[config.mk]
export PLATFORM = sky130hd
export DESIGN_NAME = framed_command_link_engine_flat
export DESIGN_NICKNAME = d
export VERILOG_FILES = /design/src/rtl/fcle_pkg.sv /design/src/rtl/fcle_in_if.sv /design/src/rtl/fcle_out_if.sv /design/src/rtl/fcle_cfg_if.sv /design/src/rtl/fcle_queue.sv /design/src/rtl/fcle_front.sv /design/src/rtl/fcle_back.sv /design/src/rtl/framed_command_link_engine.sv /design/src/flat_wrapper.sv
export SDC_FILE = /design/constraint.sdc
export NUM_CORES = 1
export LEC_CHECK = 0
export ABC_AREA = 1
export BUFFER_PORTS_ARGS = -buffer_cell sky130_fd_sc_hd__buf_2
export CELL_PAD_IN_SITES_DETAIL_PLACEMENT = 1
export CELL_PAD_IN_SITES_GLOBAL_PLACEMENT = 2
export CORE_MARGIN = 2
export CORE_UTILIZATION = 36
export CTS_BUF_LIST = sky130_fd_sc_hd__clkbuf_8
export DETAILED_ROUTE_END_ITERATION = 10
export MAX_ROUTING_LAYER = met4
export PLACE_DENSITY = 0.71
export SYNTH_ARGS = -nofsm -noshare
export SYNTH_HDL_FRONTEND = slang
export SYNTH_SLANG_ARGS = --single-unit
[constraint.sdc]
create_clock -name clk -period 7.75 [get_ports clk]
set_input_delay 0.3875 -clock clk [delete_from_list [all_inputs] [get_ports clk]]
set_output_delay 0.3875 -clock clk [all_outputs]
set_load 0.05 [all_outputs]
[src/rtl/fcle_pkg.sv]
// Shared types and constants for the framed command link engine.
`default_nettype none
package fcle_pkg;

  localparam int FLUSH_LEN = 12;
  localparam int MAX_REPLY = 512;
  localparam int LEN_W     = $clog2(MAX_REPLY + 1);
  localparam int STEP_W    = $clog2(FLUSH_LEN + 7);
  localparam int QDEPTH    = 4;
  localparam int QPTR_W    = $clog2(QDEPTH);
  localparam int QCNT_W    = $clog2(QDEPTH + 1);

  localparam int IDLE_W  = 18;
  localparam int QUIET_W = 17;
  localparam int PAGE_W  = 9;
  localparam int CFG_W   = 18;
  localparam int CFGI_W  = 2;
  localparam int RLEN_W  = 10;
  localparam int IDX_W   = 9;

  localparam logic [IDLE_W-1:0]  IDLE_TIMEOUT_RST = 18'd200000;
  localparam logic [QUIET_W-1:0] QUIET_WINDOW_RST = 17'd100000;
  localparam logic [PAGE_W-1:0]  PAGE_LIMIT_RST   = 9'd256;

  localparam logic [CFGI_W-1:0] CFG_IDLE_TIMEOUT = 2'd0;
  localparam logic [CFGI_W-1:0] CFG_QUIET_WINDOW = 2'd1;
  localparam logic [CFGI_W-1:0] CFG_PAGE_LIMIT   = 2'd2;

  localparam logic [1:0] ACT_ISSUE   = 2'd0;
  localparam logic [1:0] ACT_RX      = 2'd1;
  localparam logic [1:0] ACT_TICK    = 2'd2;
  localparam logic [1:0] ACT_PAYLOAD = 2'd3;

  localparam logic [2:0] ST_OK       = 3'd0;
  localparam logic [2:0] ST_TIMEOUT  = 3'd1;
  localparam logic [2:0] ST_CHECKSUM = 3'd2;
  localparam logic [2:0] ST_OVERRUN  = 3'd3;
  localparam logic [2:0] ST_PAGE     = 3'd4;

  localparam logic [7:0]  FLUSH_BYTE = 8'h5A;
  localparam logic [7:0]  HDR0       = 8'hCD;
  localparam logic [7:0]  HDR1       = 8'hD4;
  localparam logic [7:0]  HDR2       = 8'hF9;
  localparam logic [15:0] HDR_SUM    = 16'h029A;

  typedef enum logic [1:0] {
    K_SINGLE,
    K_FRAME,
    K_OVERRUN
  } desc_kind_t;

  // one queued job for the back end
  typedef struct packed {
    desc_kind_t       kind;
    logic             tx_valid;
    logic             rx_valid;
    logic [7:0]       data;
    logic [IDX_W-1:0] rx_index;
    logic             done;
    logic [2:0]       status;
    logic [7:0]       cmd;
    logic             with_page;
    logic [7:0]       page;
    logic [15:0]      chk;
    logic             end_done;
  } desc_t;

  typedef struct packed {
    logic full;
    logic empty;
  } q_stat_t;

endpackage
`default_nettype wire

[src/rtl/fcle_in_if.sv]
// Input channel: actions with command and data fields.
`default_nettype none
interface fcle_in_if;
  logic       valid;
  logic       ready;
  logic [1:0] action;
  logic [7:0] command_code;
  logic       with_page;
  logic [7:0] page_num;
  logic [9:0] reply_length;
  logic [7:0] data_byte;

  modport source (output valid, action, command_code, with_page, page_num,
                  reply_length, data_byte, input ready);
  modport sink (input valid, action, command_code, with_page, page_num,
                reply_length, data_byte, output ready);
endinterface
`default_nettype wire

[src/rtl/fcle_out_if.sv]
// Result channel: tx byte, rx byte with index, completion status.
`default_nettype none
interface fcle_out_if;
  logic       valid;
  logic       ready;
  logic       tx_valid;
  logic [7:0] tx_byte;
  logic       rx_valid;
  logic [7:0] rx_byte;
  logic [8:0] rx_index;
  logic       done_res;
  logic [2:0] status;
  logic       last;

  modport source (output valid, tx_valid, tx_byte, rx_valid, rx_byte, rx_index,
                  done_res, status, last, input ready);
  modport sink (input valid, tx_valid, tx_byte, rx_valid, rx_byte, rx_index,
                done_res, status, last, output ready);
endinterface
`default_nettype wire

[src/rtl/fcle_cfg_if.sv]
// Configuration write channel: register index and data.
`default_nettype none
interface fcle_cfg_if;
  logic        valid;
  logic        ready;
  logic [1:0]  index;
  logic [17:0] data;

  modport source (output valid, index, data, input ready);
  modport sink (input valid, index, data, output ready);
endinterface
`default_nettype wire

[src/rtl/fcle_queue.sv]
// Small job queue between the front and back ends.
`default_nettype none
module fcle_queue (
  input  logic            clk,
  input  logic            rst,
  input  logic            push,
  input  fcle_pkg::desc_t push_data,
  input  logic            pop,
  output fcle_pkg::desc_t head,
  output fcle_pkg::q_stat_t stat
);
  import fcle_pkg::*;

  desc_t             mem [QDEPTH];
  logic [QPTR_W-1:0] wr_ptr;
  logic [QPTR_W-1:0] rd_ptr;
  logic [QCNT_W-1:0] count;

  assign head       = mem[rd_ptr];
  assign stat.full  = (count == QCNT_W'(QDEPTH));
  assign stat.empty = (count == '0);

  always_ff @(posedge clk) begin
    if (push) begin
      mem[wr_ptr] <= push_data;
    end
  end

  always_ff @(posedge clk) begin
    if (rst) begin
      wr_ptr <= '0;
      rd_ptr <= '0;
      count  <= '0;
    end else begin
      if (push) begin
        wr_ptr <= wr_ptr + QPTR_W'(1);
      end
      if (pop) begin
        rd_ptr <= rd_ptr + QPTR_W'(1);
      end
      if (push && !pop) begin
        count <= count + QCNT_W'(1);
      end else if (pop && !push) begin
        count <= count - QCNT_W'(1);
      end
    end
  end

endmodule
`default_nettype wire

[src/rtl/fcle_front.sv]
// Front end: takes words, runs the link state and queues output jobs.
`default_nettype none
module fcle_front (
  input  logic              clk,
  input  logic              rst,
  fcle_in_if.sink           req,
  fcle_cfg_if.sink          cfg,
  input  fcle_pkg::q_stat_t q_stat,
  output logic              push,
  output fcle_pkg::desc_t   push_data
);
  import fcle_pkg::*;

  typedef enum logic [1:0] {
    PH_IDLE,
    PH_RECV,
    PH_QUIET
  } phase_t;

  phase_t             phase, phase_next;
  logic [LEN_W-1:0]   byte_count, byte_count_next;
  logic [LEN_W-1:0]   expected_length, expected_length_next;
  logic [15:0]        running_sum, running_sum_next;
  logic [15:0]        received_check, received_check_next;
  logic [IDLE_W-1:0]  idle_count, idle_count_next;
  logic [QUIET_W-1:0] quiet_count, quiet_count_next;

  logic [IDLE_W-1:0]  idle_timeout;
  logic [QUIET_W-1:0] quiet_window;
  logic [PAGE_W-1:0]  page_limit;

  logic             accept;
  logic [LEN_W-1:0] rlen_sat;
  logic [LEN_W:0]   count_p2;
  logic [LEN_W:0]   count_p1;
  logic             busy;
  logic             has_check;

  assign req.ready = !q_stat.full;
  assign cfg.ready = 1'b1;
  assign accept    = req.valid && req.ready;
  assign busy      = (phase == PH_RECV) || (phase == PH_QUIET);
  assign has_check = (expected_length >= LEN_W'(2));
  assign count_p2  = {1'b0, byte_count} + (LEN_W+1)'(2);
  assign count_p1  = {1'b0, byte_count} + (LEN_W+1)'(1);

  always_comb begin
    if (32'(req.reply_length) > MAX_REPLY) begin
      rlen_sat = LEN_W'(MAX_REPLY);
    end else begin
      rlen_sat = LEN_W'(req.reply_length);
    end
  end

  always_comb begin
    phase_next           = phase;
    byte_count_next      = byte_count;
    expected_length_next = expected_length;
    running_sum_next     = running_sum;
    received_check_next  = received_check;
    idle_count_next      = idle_count;
    quiet_count_next     = quiet_count;
    push                 = 1'b0;
    push_data            = '0;
    push_data.kind       = K_SINGLE;
    if (accept) begin
      case (req.action)
        ACT_ISSUE: begin
          if (!busy) begin
            push = 1'b1;
            if (req.with_page && ({1'b0, req.page_num} >= page_limit)) begin
              push_data.done   = 1'b1;
              push_data.status = ST_PAGE;
            end else begin
              push_data.kind      = K_FRAME;
              push_data.cmd       = req.command_code;
              push_data.with_page = req.with_page;
              push_data.page      = req.page_num;
              push_data.chk       = HDR_SUM + {8'h00, req.command_code}
                                  + (req.with_page ? {8'h00, req.page_num} : 16'h0000);
              push_data.end_done  = (rlen_sat == '0);
              if (rlen_sat != '0) begin
                phase_next           = PH_RECV;
                expected_length_next = rlen_sat;
                byte_count_next      = '0;
                running_sum_next     = '0;
                received_check_next  = '0;
                idle_count_next      = idle_timeout;
                quiet_count_next     = '0;
              end
            end
          end
        end
        ACT_RX: begin
          case (phase)
            PH_RECV: begin
              push               = 1'b1;
              push_data.rx_valid = 1'b1;
              push_data.data     = req.data_byte;
              push_data.rx_index = IDX_W'(byte_count);
              if (has_check && (count_p2 < {1'b0, expected_length})) begin
                running_sum_next = running_sum + {8'h00, req.data_byte};
              end else begin
                received_check_next = {received_check[7:0], req.data_byte};
              end
              idle_count_next = idle_timeout;
              byte_count_next = LEN_W'(count_p1);
              if (count_p1 >= {1'b0, expected_length}) begin
                phase_next       = PH_QUIET;
                quiet_count_next = quiet_window;
              end
            end
            PH_QUIET: begin
              push           = 1'b1;
              push_data.kind = K_OVERRUN;
              phase_next     = PH_IDLE;
            end
            default: ;
          endcase
        end
        ACT_TICK: begin
          case (phase)
            PH_RECV: begin
              if (idle_count <= IDLE_W'(1)) begin
                idle_count_next  = '0;
                push             = 1'b1;
                push_data.done   = 1'b1;
                push_data.status = ST_TIMEOUT;
                phase_next       = PH_IDLE;
              end else begin
                idle_count_next = idle_count - IDLE_W'(1);
              end
            end
            PH_QUIET: begin
              if (quiet_count <= QUIET_W'(1)) begin
                quiet_count_next = '0;
                push             = 1'b1;
                push_data.done   = 1'b1;
                push_data.status = (has_check && (running_sum != received_check))
                                 ? ST_CHECKSUM : ST_OK;
                phase_next       = PH_IDLE;
              end else begin
                quiet_count_next = quiet_count - QUIET_W'(1);
              end
            end
            default: ;
          endcase
        end
        ACT_PAYLOAD: begin
          push               = 1'b1;
          push_data.tx_valid = 1'b1;
          push_data.data     = req.data_byte;
        end
        default: ;
      endcase
    end
  end

  always_ff @(posedge clk) begin
    if (rst) begin
      phase           <= PH_IDLE;
      byte_count      <= '0;
      expected_length <= '0;
      running_sum     <= '0;
      received_check  <= '0;
      idle_count      <= '0;
      quiet_count     <= '0;
      idle_timeout    <= IDLE_TIMEOUT_RST;
      quiet_window    <= QUIET_WINDOW_RST;
      page_limit      <= PAGE_LIMIT_RST;
    end else begin
      phase           <= phase_next;
      byte_count      <= byte_count_next;
      expected_length <= expected_length_next;
      running_sum     <= running_sum_next;
      received_check  <= received_check_next;
      idle_count      <= idle_count_next;
      quiet_count     <= quiet_count_next;
      if (cfg.valid && cfg.ready) begin
        case (cfg.index)
          CFG_IDLE_TIMEOUT: idle_timeout <= IDLE_W'(cfg.data);
          CFG_QUIET_WINDOW: quiet_window <= QUIET_W'(cfg.data);
          CFG_PAGE_LIMIT:   page_limit   <= PAGE_W'(cfg.data);
          default: ;
        endcase
      end
    end
  end

  a_push_not_full: assert property (@(posedge clk) disable iff (rst)
    push |-> !q_stat.full)
    else $error("job pushed into full queue");

  a_quiet_count_full: assert property (@(posedge clk) disable iff (rst)
    (phase == PH_QUIET) |-> (byte_count == expected_length))
    else $error("quiet window entered before reply complete");

  a_recv_in_range: assert property (@(posedge clk) disable iff (rst)
    (phase == PH_RECV) |-> (byte_count < expected_length))
    else $error("reply count ran past expected length");

endmodule
`default_nettype wire

[src/rtl/fcle_back.sv]
// Back end: expands queued jobs into result words through an output register.
`default_nettype none
module fcle_back (
  input  logic              clk,
  input  logic              rst,
  input  fcle_pkg::desc_t   head,
  input  fcle_pkg::q_stat_t q_stat,
  output logic              pop,
  fcle_out_if.source        rsp
);
  import fcle_pkg::*;

  localparam logic [2:0] POS_H0  = 3'd0;
  localparam logic [2:0] POS_H1  = 3'd1;
  localparam logic [2:0] POS_H2  = 3'd2;
  localparam logic [2:0] POS_CMD = 3'd3;
  localparam logic [2:0] POS_PG  = 3'd4;
  localparam logic [2:0] POS_HI  = 3'd5;
  localparam logic [2:0] POS_LO  = 3'd6;

  desc_t             cur;
  logic              cur_valid;
  logic [STEP_W-1:0] step;

  logic              load;
  logic              item_last;
  logic              item_txv;
  logic [7:0]        item_txb;
  logic              item_done;
  logic [2:0]        item_st;
  logic [2:0]        off;
  logic [2:0]        pos;

  assign load = cur_valid && (!rsp.valid || rsp.ready);
  assign pop  = !q_stat.empty && (!cur_valid || (load && item_last));
  assign off  = 3'(step - STEP_W'(FLUSH_LEN));
  assign pos  = (!cur.with_page && (off >= POS_PG)) ? (off + 3'd1) : off;

  always_comb begin
    item_last = 1'b0;
    item_txv  = 1'b0;
    item_txb  = '0;
    item_done = 1'b0;
    item_st   = ST_OK;
    case (cur.kind)
      K_SINGLE: begin
        item_last = 1'b1;
        item_txv  = cur.tx_valid;
        item_txb  = cur.tx_valid ? cur.data : 8'h00;
        item_done = cur.done;
        item_st   = cur.status;
      end
      K_OVERRUN: begin
        item_txv = 1'b1;
        item_txb = FLUSH_BYTE;
        if (step == STEP_W'(FLUSH_LEN - 1)) begin
          item_last = 1'b1;
          item_done = 1'b1;
          item_st   = ST_OVERRUN;
        end
      end
      K_FRAME: begin
        item_txv = 1'b1;
        if (step < STEP_W'(FLUSH_LEN)) begin
          item_txb = FLUSH_BYTE;
        end else begin
          case (pos)
            POS_H0:  item_txb = HDR0;
            POS_H1:  item_txb = HDR1;
            POS_H2:  item_txb = HDR2;
            POS_CMD: item_txb = cur.cmd;
            POS_PG:  item_txb = cur.page;
            POS_HI:  item_txb = cur.chk[15:8];
            POS_LO: begin
              item_txb  = cur.chk[7:0];
              item_last = 1'b1;
              item_done = cur.end_done;
            end
            default: item_txb = 8'h00;
          endcase
        end
      end
      default: item_last = 1'b1;
    endcase
  end

  always_ff @(posedge clk) begin
    if (rst) begin
      cur_valid <= 1'b0;
      step      <= '0;
      rsp.valid <= 1'b0;
    end else begin
      if (load) begin
        rsp.valid <= 1'b1;
      end else if (rsp.ready) begin
        rsp.valid <= 1'b0;
      end
      if (pop) begin
        cur_valid <= 1'b1;
        step      <= '0;
      end else if (load) begin
        step <= step + STEP_W'(1);
        if (item_last) begin
          cur_valid <= 1'b0;
        end
      end
    end
  end

  always_ff @(posedge clk) begin
    if (pop) begin
      cur <= head;
    end
    if (load) begin
      rsp.tx_valid <= item_txv;
      rsp.tx_byte  <= item_txb;
      rsp.rx_valid <= (cur.kind == K_SINGLE) && cur.rx_valid;
      rsp.rx_byte  <= ((cur.kind == K_SINGLE) && cur.rx_valid) ? cur.data : 8'h00;
      rsp.rx_index <= ((cur.kind == K_SINGLE) && cur.rx_valid) ? cur.rx_index : '0;
      rsp.done_res <= item_done;
      rsp.status   <= item_st;
      rsp.last     <= item_last;
    end
  end

  a_frame_step_range: assert property (@(posedge clk) disable iff (rst)
    (cur_valid && (cur.kind == K_FRAME)) |-> (step <= STEP_W'(FLUSH_LEN + 6)))
    else $error("frame step past checksum low byte");

  a_single_one_step: assert property (@(posedge clk) disable iff (rst)
    (cur_valid && (cur.kind == K_SINGLE)) |-> (step == '0))
    else $error("single job held past its word");

  a_rsp_hold: assert property (@(posedge clk) disable iff (rst)
    (rsp.valid && !rsp.ready) |=>
      (rsp.valid && $stable({rsp.tx_byte, rsp.rx_byte, rsp.status, rsp.last})))
    else $error("result word changed while stalled");

endmodule
`default_nettype wire

[src/rtl/framed_command_link_engine.sv]
// Top level of the framed command link engine.
//
//  channel  dir  handshake     carries
//  req      in   valid/ready   action, command_code, with_page, page_num,
//                              reply_length, data_byte
//  rsp      out  valid/ready   tx_valid/tx_byte, rx_valid/rx_byte/rx_index,
//                              done_res/status, last
//  cfg      in   valid/ready   index, data (idle_timeout, quiet_window, page_limit)
//
// The front end takes one req word per cycle while the 4-entry job queue has room.
// The back end sends one rsp word per cycle while rsp is ready; a command expands to up to 19 words.
// rsp is driven from an output register, so rsp stalls do not stop req until
// the queue fills. cfg is always ready.
// rst is synchronous and returns the link to idle with default register values.
`default_nettype none
module framed_command_link_engine (
  input  logic       clk,
  input  logic       rst,
  fcle_in_if.sink    req,
  fcle_out_if.source rsp,
  fcle_cfg_if.sink   cfg
);
  import fcle_pkg::*;

  logic    push;
  logic    pop;
  desc_t   push_data;
  desc_t   head;
  q_stat_t q_stat;

  fcle_front u_front (
    .clk       (clk),
    .rst       (rst),
    .req       (req),
    .cfg       (cfg),
    .q_stat    (q_stat),
    .push      (push),
    .push_data (push_data)
  );

  fcle_queue u_queue (
    .clk       (clk),
    .rst       (rst),
    .push      (push),
    .push_data (push_data),
    .pop       (pop),
    .head      (head),
    .stat      (q_stat)
  );

  fcle_back u_back (
    .clk    (clk),
    .rst    (rst),
    .head   (head),
    .q_stat (q_stat),
    .pop    (pop),
    .rsp    (rsp)
  );

endmodule
`default_nettype wire

[src/flat_wrapper.sv]
// flat-port wrapper written by rule: the top's interface ports become plain ports
module framed_command_link_engine_flat import fcle_pkg::*;
  (clk, rst, req_valid, req_action, req_command_code, req_with_page, req_page_num, req_reply_length, req_data_byte, req_ready, rsp_valid, rsp_tx_valid, rsp_tx_byte, rsp_rx_valid, rsp_rx_byte, rsp_rx_index, rsp_done_res, rsp_status, rsp_last, rsp_ready, cfg_valid, cfg_index, cfg_data, cfg_ready);
  fcle_in_if req_i ();
  fcle_out_if rsp_i ();
  fcle_cfg_if cfg_i ();
  input  logic clk;
  input  logic rst;
  input wire logic [$bits(req_i.valid)-1:0] req_valid;
  input wire logic [$bits(req_i.action)-1:0] req_action;
  input wire logic [$bits(req_i.command_code)-1:0] req_command_code;
  input wire logic [$bits(req_i.with_page)-1:0] req_with_page;
  input wire logic [$bits(req_i.page_num)-1:0] req_page_num;
  input wire logic [$bits(req_i.reply_length)-1:0] req_reply_length;
  input wire logic [$bits(req_i.data_byte)-1:0] req_data_byte;
  output wire logic [$bits(req_i.ready)-1:0] req_ready;
  output wire logic [$bits(rsp_i.valid)-1:0] rsp_valid;
  output wire logic [$bits(rsp_i.tx_valid)-1:0] rsp_tx_valid;
  output wire logic [$bits(rsp_i.tx_byte)-1:0] rsp_tx_byte;
  output wire logic [$bits(rsp_i.rx_valid)-1:0] rsp_rx_valid;
  output wire logic [$bits(rsp_i.rx_byte)-1:0] rsp_rx_byte;
  output wire logic [$bits(rsp_i.rx_index)-1:0] rsp_rx_index;
  output wire logic [$bits(rsp_i.done_res)-1:0] rsp_done_res;
  output wire logic [$bits(rsp_i.status)-1:0] rsp_status;
  output wire logic [$bits(rsp_i.last)-1:0] rsp_last;
  input wire logic [$bits(rsp_i.ready)-1:0] rsp_ready;
  input wire logic [$bits(cfg_i.valid)-1:0] cfg_valid;
  input wire logic [$bits(cfg_i.index)-1:0] cfg_index;
  input wire logic [$bits(cfg_i.data)-1:0] cfg_data;
  output wire logic [$bits(cfg_i.ready)-1:0] cfg_ready;
  assign req_i.valid = req_valid;
  assign req_i.action = req_action;
  assign req_i.command_code = req_command_code;
  assign req_i.with_page = req_with_page;
  assign req_i.page_num = req_page_num;
  assign req_i.reply_length = req_reply_length;
  assign req_i.data_byte = req_data_byte;
  assign req_ready = req_i.ready;
  assign rsp_valid = rsp_i.valid;
  assign rsp_tx_valid = rsp_i.tx_valid;
  assign rsp_tx_byte = rsp_i.tx_byte;
  assign rsp_rx_valid = rsp_i.rx_valid;
  assign rsp_rx_byte = rsp_i.rx_byte;
  assign rsp_rx_index = rsp_i.rx_index;
  assign rsp_done_res = rsp_i.done_res;
  assign rsp_status = rsp_i.status;
  assign rsp_last = rsp_i.last;
  assign rsp_i.ready = rsp_ready;
  assign cfg_i.valid = cfg_valid;
  assign cfg_i.index = cfg_index;
  assign cfg_i.data = cfg_data;
  assign cfg_ready = cfg_i.ready;
  framed_command_link_engine u_core (.clk(clk), .rst(rst), .req(req_i), .rsp(rsp_i), .cfg(cfg_i));
endmodule
==> impl_results.md <==
* Post-DRT Antenna Nets at 0
* CTS tree: built
* Largest delay share family, worst path: simple AND/OR/NAND/NOR gates
* Status: completed
* Initial Util at 36.5%
* Largest net degree at the start of global routing at 108
* Die ar. at 61900 um^2
* Num CTS Buffers at 79
* Mapped Area at 21600 um^2
* Worst Hold Margin at 0.0750 ns
* Unrepaired setup endpoints after global routing: no
* Gr usage total at 20.6%
* Worst-skew pair later-pin latency at 0.66 ns
* IO Pins at 97
* # fillers at 6936
* Crit Path Class: reg -> reg
* Max rail drop VDD at 0.174 mV
* Max-slew violation count at 0
* Synth Warn # at 0
* Placed instance area at 22700 um^2
* Max Root-Sink Buffers at 3
* Syn Inst Count at 2401
* Crit Path Max Fanout at 6
* Ordered list of cells on the worst path: inv_1 -> ha_1 -> nand2_1 -> a21oi_1 -> nand3_2 -> o21ai_0 -> nand3_1 -> nand2_1 -> nand2_1 -> inv_1 -> ha_1 -> inv_1 -> fa_1 -> a21oi_1 -> o21ai_0 -> o21ai_0 -> a21oi_1
* Vias in the first global route at 17691
* Via/cell ratio at 4.98
* Setup TNS Final at 0 ns
* P&R area growth vs syn at 13.3%
* Origin of the worst setup path: u_core.u_front.idle_count[0]
* Max-cap violations at 0
* Setup violations, final at 0
* Iteration-0 DRC Markers at 612
* Initial antenna violation count at 3
* Metal3 WL at 1.98 mm
* Avg WL per Cell at 18.3 um
* Total number of vias at 16727
* Worst path bufs/invs at 3
* Critical path's slowest cell: fa_1
* Die extent in y at 249 um
* CP Launch Type: flop
* Clock slew at reported path FFs at 0.05 ns
* Post-route cell area at 24400 um^2
* Fmax at 0.297 GHz
* Syn_nets at 2539
* Leak at 0.00989 uW
* Core area at 59100 um^2
* H-tree depth at 3
* Drt total wl at 61.6 mm
* WL met2 at 29.7 mm
* Final Hold Vio Count at 0
* CP endpoint kind: flop
* Pwr Density at 307 nW/um^2
* DRC at 0
* Cell row count at 89
* Relative slew slack at 25.1%
* Hold path start: req_reply_length[1]
* Root Buffer: clkbuf_8
* Buffers on Ports at 95
* Highest metal used: met4
* CP peak stage delay at 0.38 ns
* Min cycle time layout at 3.37 ns
* DR pass1 iterations at 5
* Post-synth EDFFs at 302
* Synth Flop Type: edfxtp_1
* Post-Route Skew at 0.0358 ns
* Share of post-route cells with drive strength above 1 at 11.2%
* GRT overflow at 0
* M1 wire length at 28.6 mm
* Post-synth cell types at 54
* Flops & latches, synth at 449
* Worst Tran Pin Value at 1.12 ns
* Post-detail-place hpwl at 42.4 mm
* Fin nets at 2662
* Worst Path Required at 8.28 ns
* Worst reg2reg startpoint: u_core.u_front.idle_count[0]
* Min-Delay Path Class: in -> reg
* Fraction of synthesis flops using an asynchronous set or reset pin at 0%
* Syn Area/Cell at 8.99 um^2
* Sink Count at 449
* First-pass GRT wire length at 98.0 mm
* Die width at 249 um
* Sequential share of the synthesized area at 55.7%
* Critical path arrival at 3.90 ns
* Period utilization at 43.5%
* Final RePlAce weighted congestion at 0.833
[synth_stat cells (3+ instances only)]
library cell	n	area share, %
xor2_1	34	1.4
buf_4	7	0.24
fa_1	3	0.28
buf_2	11	0.26
edfxtp_1	302	42
xnor2_1	20	0.81
a21oi_2	5	0.20
o21ai_0	208	4.8
nor2_4	4	0.21
ha_1	73	4.2
or2_2	5	0.14
nor2_2	5	0.14
a21oi_1	109	2.5
clkinv_1	6	0.10
nand3_2	6	0.28
nand2_2	21	0.61
nor2_1	418	7.3
nor3_1	15	0.35
nand3b_1	3	0.10
nor3b_1	3	0.10
a211oi_1	5	0.17
clkbuf_1	67	1.2
nor3_2	4	0.19
o22ai_1	55	1.6
inv_1	234	4.1
inv_2	6	0.10
nand4_1	43	1.2
nand2_1	440	7.7
buf_1	5	0.087
a31oi_1	4	0.12
nand3_1	105	2.4
dfxtp_1	147	14
[through the flow]
stage                     utilization, %  cells  setup slack, ns  total power (uW)
after detailed placement            38.5   3190             4.26              5590
final                               41.3   3359             4.38              7520
after floorplan                        -   2401             3.50              4860
after global routing                41.3   3359             3.95              8020
after global placement              38.5   3190             4.35              5520
after CTS                           41.3   3357             4.37              7650
[cell families after synthesis]
logic type               count (synthesis)  synth area share [%]
buffers and inverters                  341                  6.30
AO/OA/AOI/OAI                          396                  9.83
other                                    1                0.0174
AND/OR/NAND/NOR                       1081                  21.3
XOR/XNOR                                56                  2.34
flip-flops                             449                  55.7
multiplexers                             1                0.0464
adder cells (fa/ha/maj)                 76                  4.51
[routing by layer]
metal | vias up | track usage [%]
li1 | 8264 | -
met1 | 8156 | 25.8
met3 | 96 | 3.30
met5 | - | -
met2 | 211 | 34.2
met4 | 0 | 6.11
[final timing paths]
| check | endpoint | slack [ns] | depth (start not counted) |
|---|---|---|---|
| max | u_core.u_queue.count[2] | 4.38 | 17 |
| min | u_core.u_front.expected_length[1] | 0.08 | 3 |
| max reg2reg | u_core.u_queue.count[2] | 4.38 | 17 |
| min reg2reg | u_core.u_front.page_limit[0] | 0.45 | 2 |
[cells in the final DEF (no fill, tap or decap), types with 15 or more instances in the layout]
master	netlist	layout
nand2_1	440	440
nor2_1	418	414
edfxtp_1	302	302
inv_1	234	259
o21ai_0	208	208
dfxtp_1	147	146
a21oi_1	109	109
nand3_1	105	105
buf_2	11	95
clkbuf_8	0	81
ha_1	73	72
o22ai_1	55	55
nand4_1	43	43
xor2_1	34	34
dlygate4sd3_1	0	26
nand2_2	21	21
xnor2_1	20	20
clkinv_1	6	17
nor3_1	15	15
clkinv_2	1	15
buf_4	7	15
[cell type report]
type	count	area (um^2)	area share [%]
inverter	247	928	3.80
clock inverter	60	327	1.34
clock buffer	81	1110	4.56
timing repair buffer	136	848	3.47
antenna	2	5.00	0.0205
multi-input combinational	1611	8240	33.7
tap	773	967	3.96
sequential	449	12000	49.1
[what timing repair did]
| item | in CTS | in global routing |
|---|---|---|
| resized for setup | 0 | 0 |
| hold buffers | 26 | 0 |
| endpoints found under the hold margin | 41 | 0 |
| setup buffers | 0 | 0 |
[power breakdown]
group	internal, uW	total [uW]	leakage [uW]	switching [uW]
Sequential	3070	3260	0.00385	187
Clock	1020	2010	0.000840	997
Combinational	603	2240	0.00521	1640
Total	4690	7520	0.00989	2820
[flip-flops by register name, summed over array words and instances (netlist names), 2 cells and up]
| name | cells |
|---|---|
| u_core.u_queue.mem | 216 |
| u_core.u_back.cur | 54 |
| u_core.u_front.idle_count | 18 |
| u_core.u_front.idle_timeout | 18 |
| u_core.u_front.quiet_count | 17 |
| u_core.u_front.quiet_window | 17 |
| u_core.u_front.received_check | 16 |
| u_core.u_front.running_sum | 16 |
| u_core.u_front.byte_count | 10 |
| u_core.u_front.expected_length | 10 |
| u_core.u_back.rsp.rx_index | 9 |
| u_core.u_front.page_limit | 9 |
| u_core.u_back.rsp.rx_byte | 8 |
| u_core.u_back.rsp.tx_byte | 8 |
| u_core.u_back.step | 5 |
| u_core.u_back.rsp.status | 3 |
| u_core.u_queue.count | 3 |
| u_core.u_front.phase | 2 |
| u_core.u_queue.rd_ptr | 2 |
| u_core.u_queue.wr_ptr | 2 |
[tightest hold or removal path: stages]
cell and delay (ns):
buf_2 0.13, nand3_1 0.08, a21oi_1 0.06
Power figures use the tool's default switching activity.
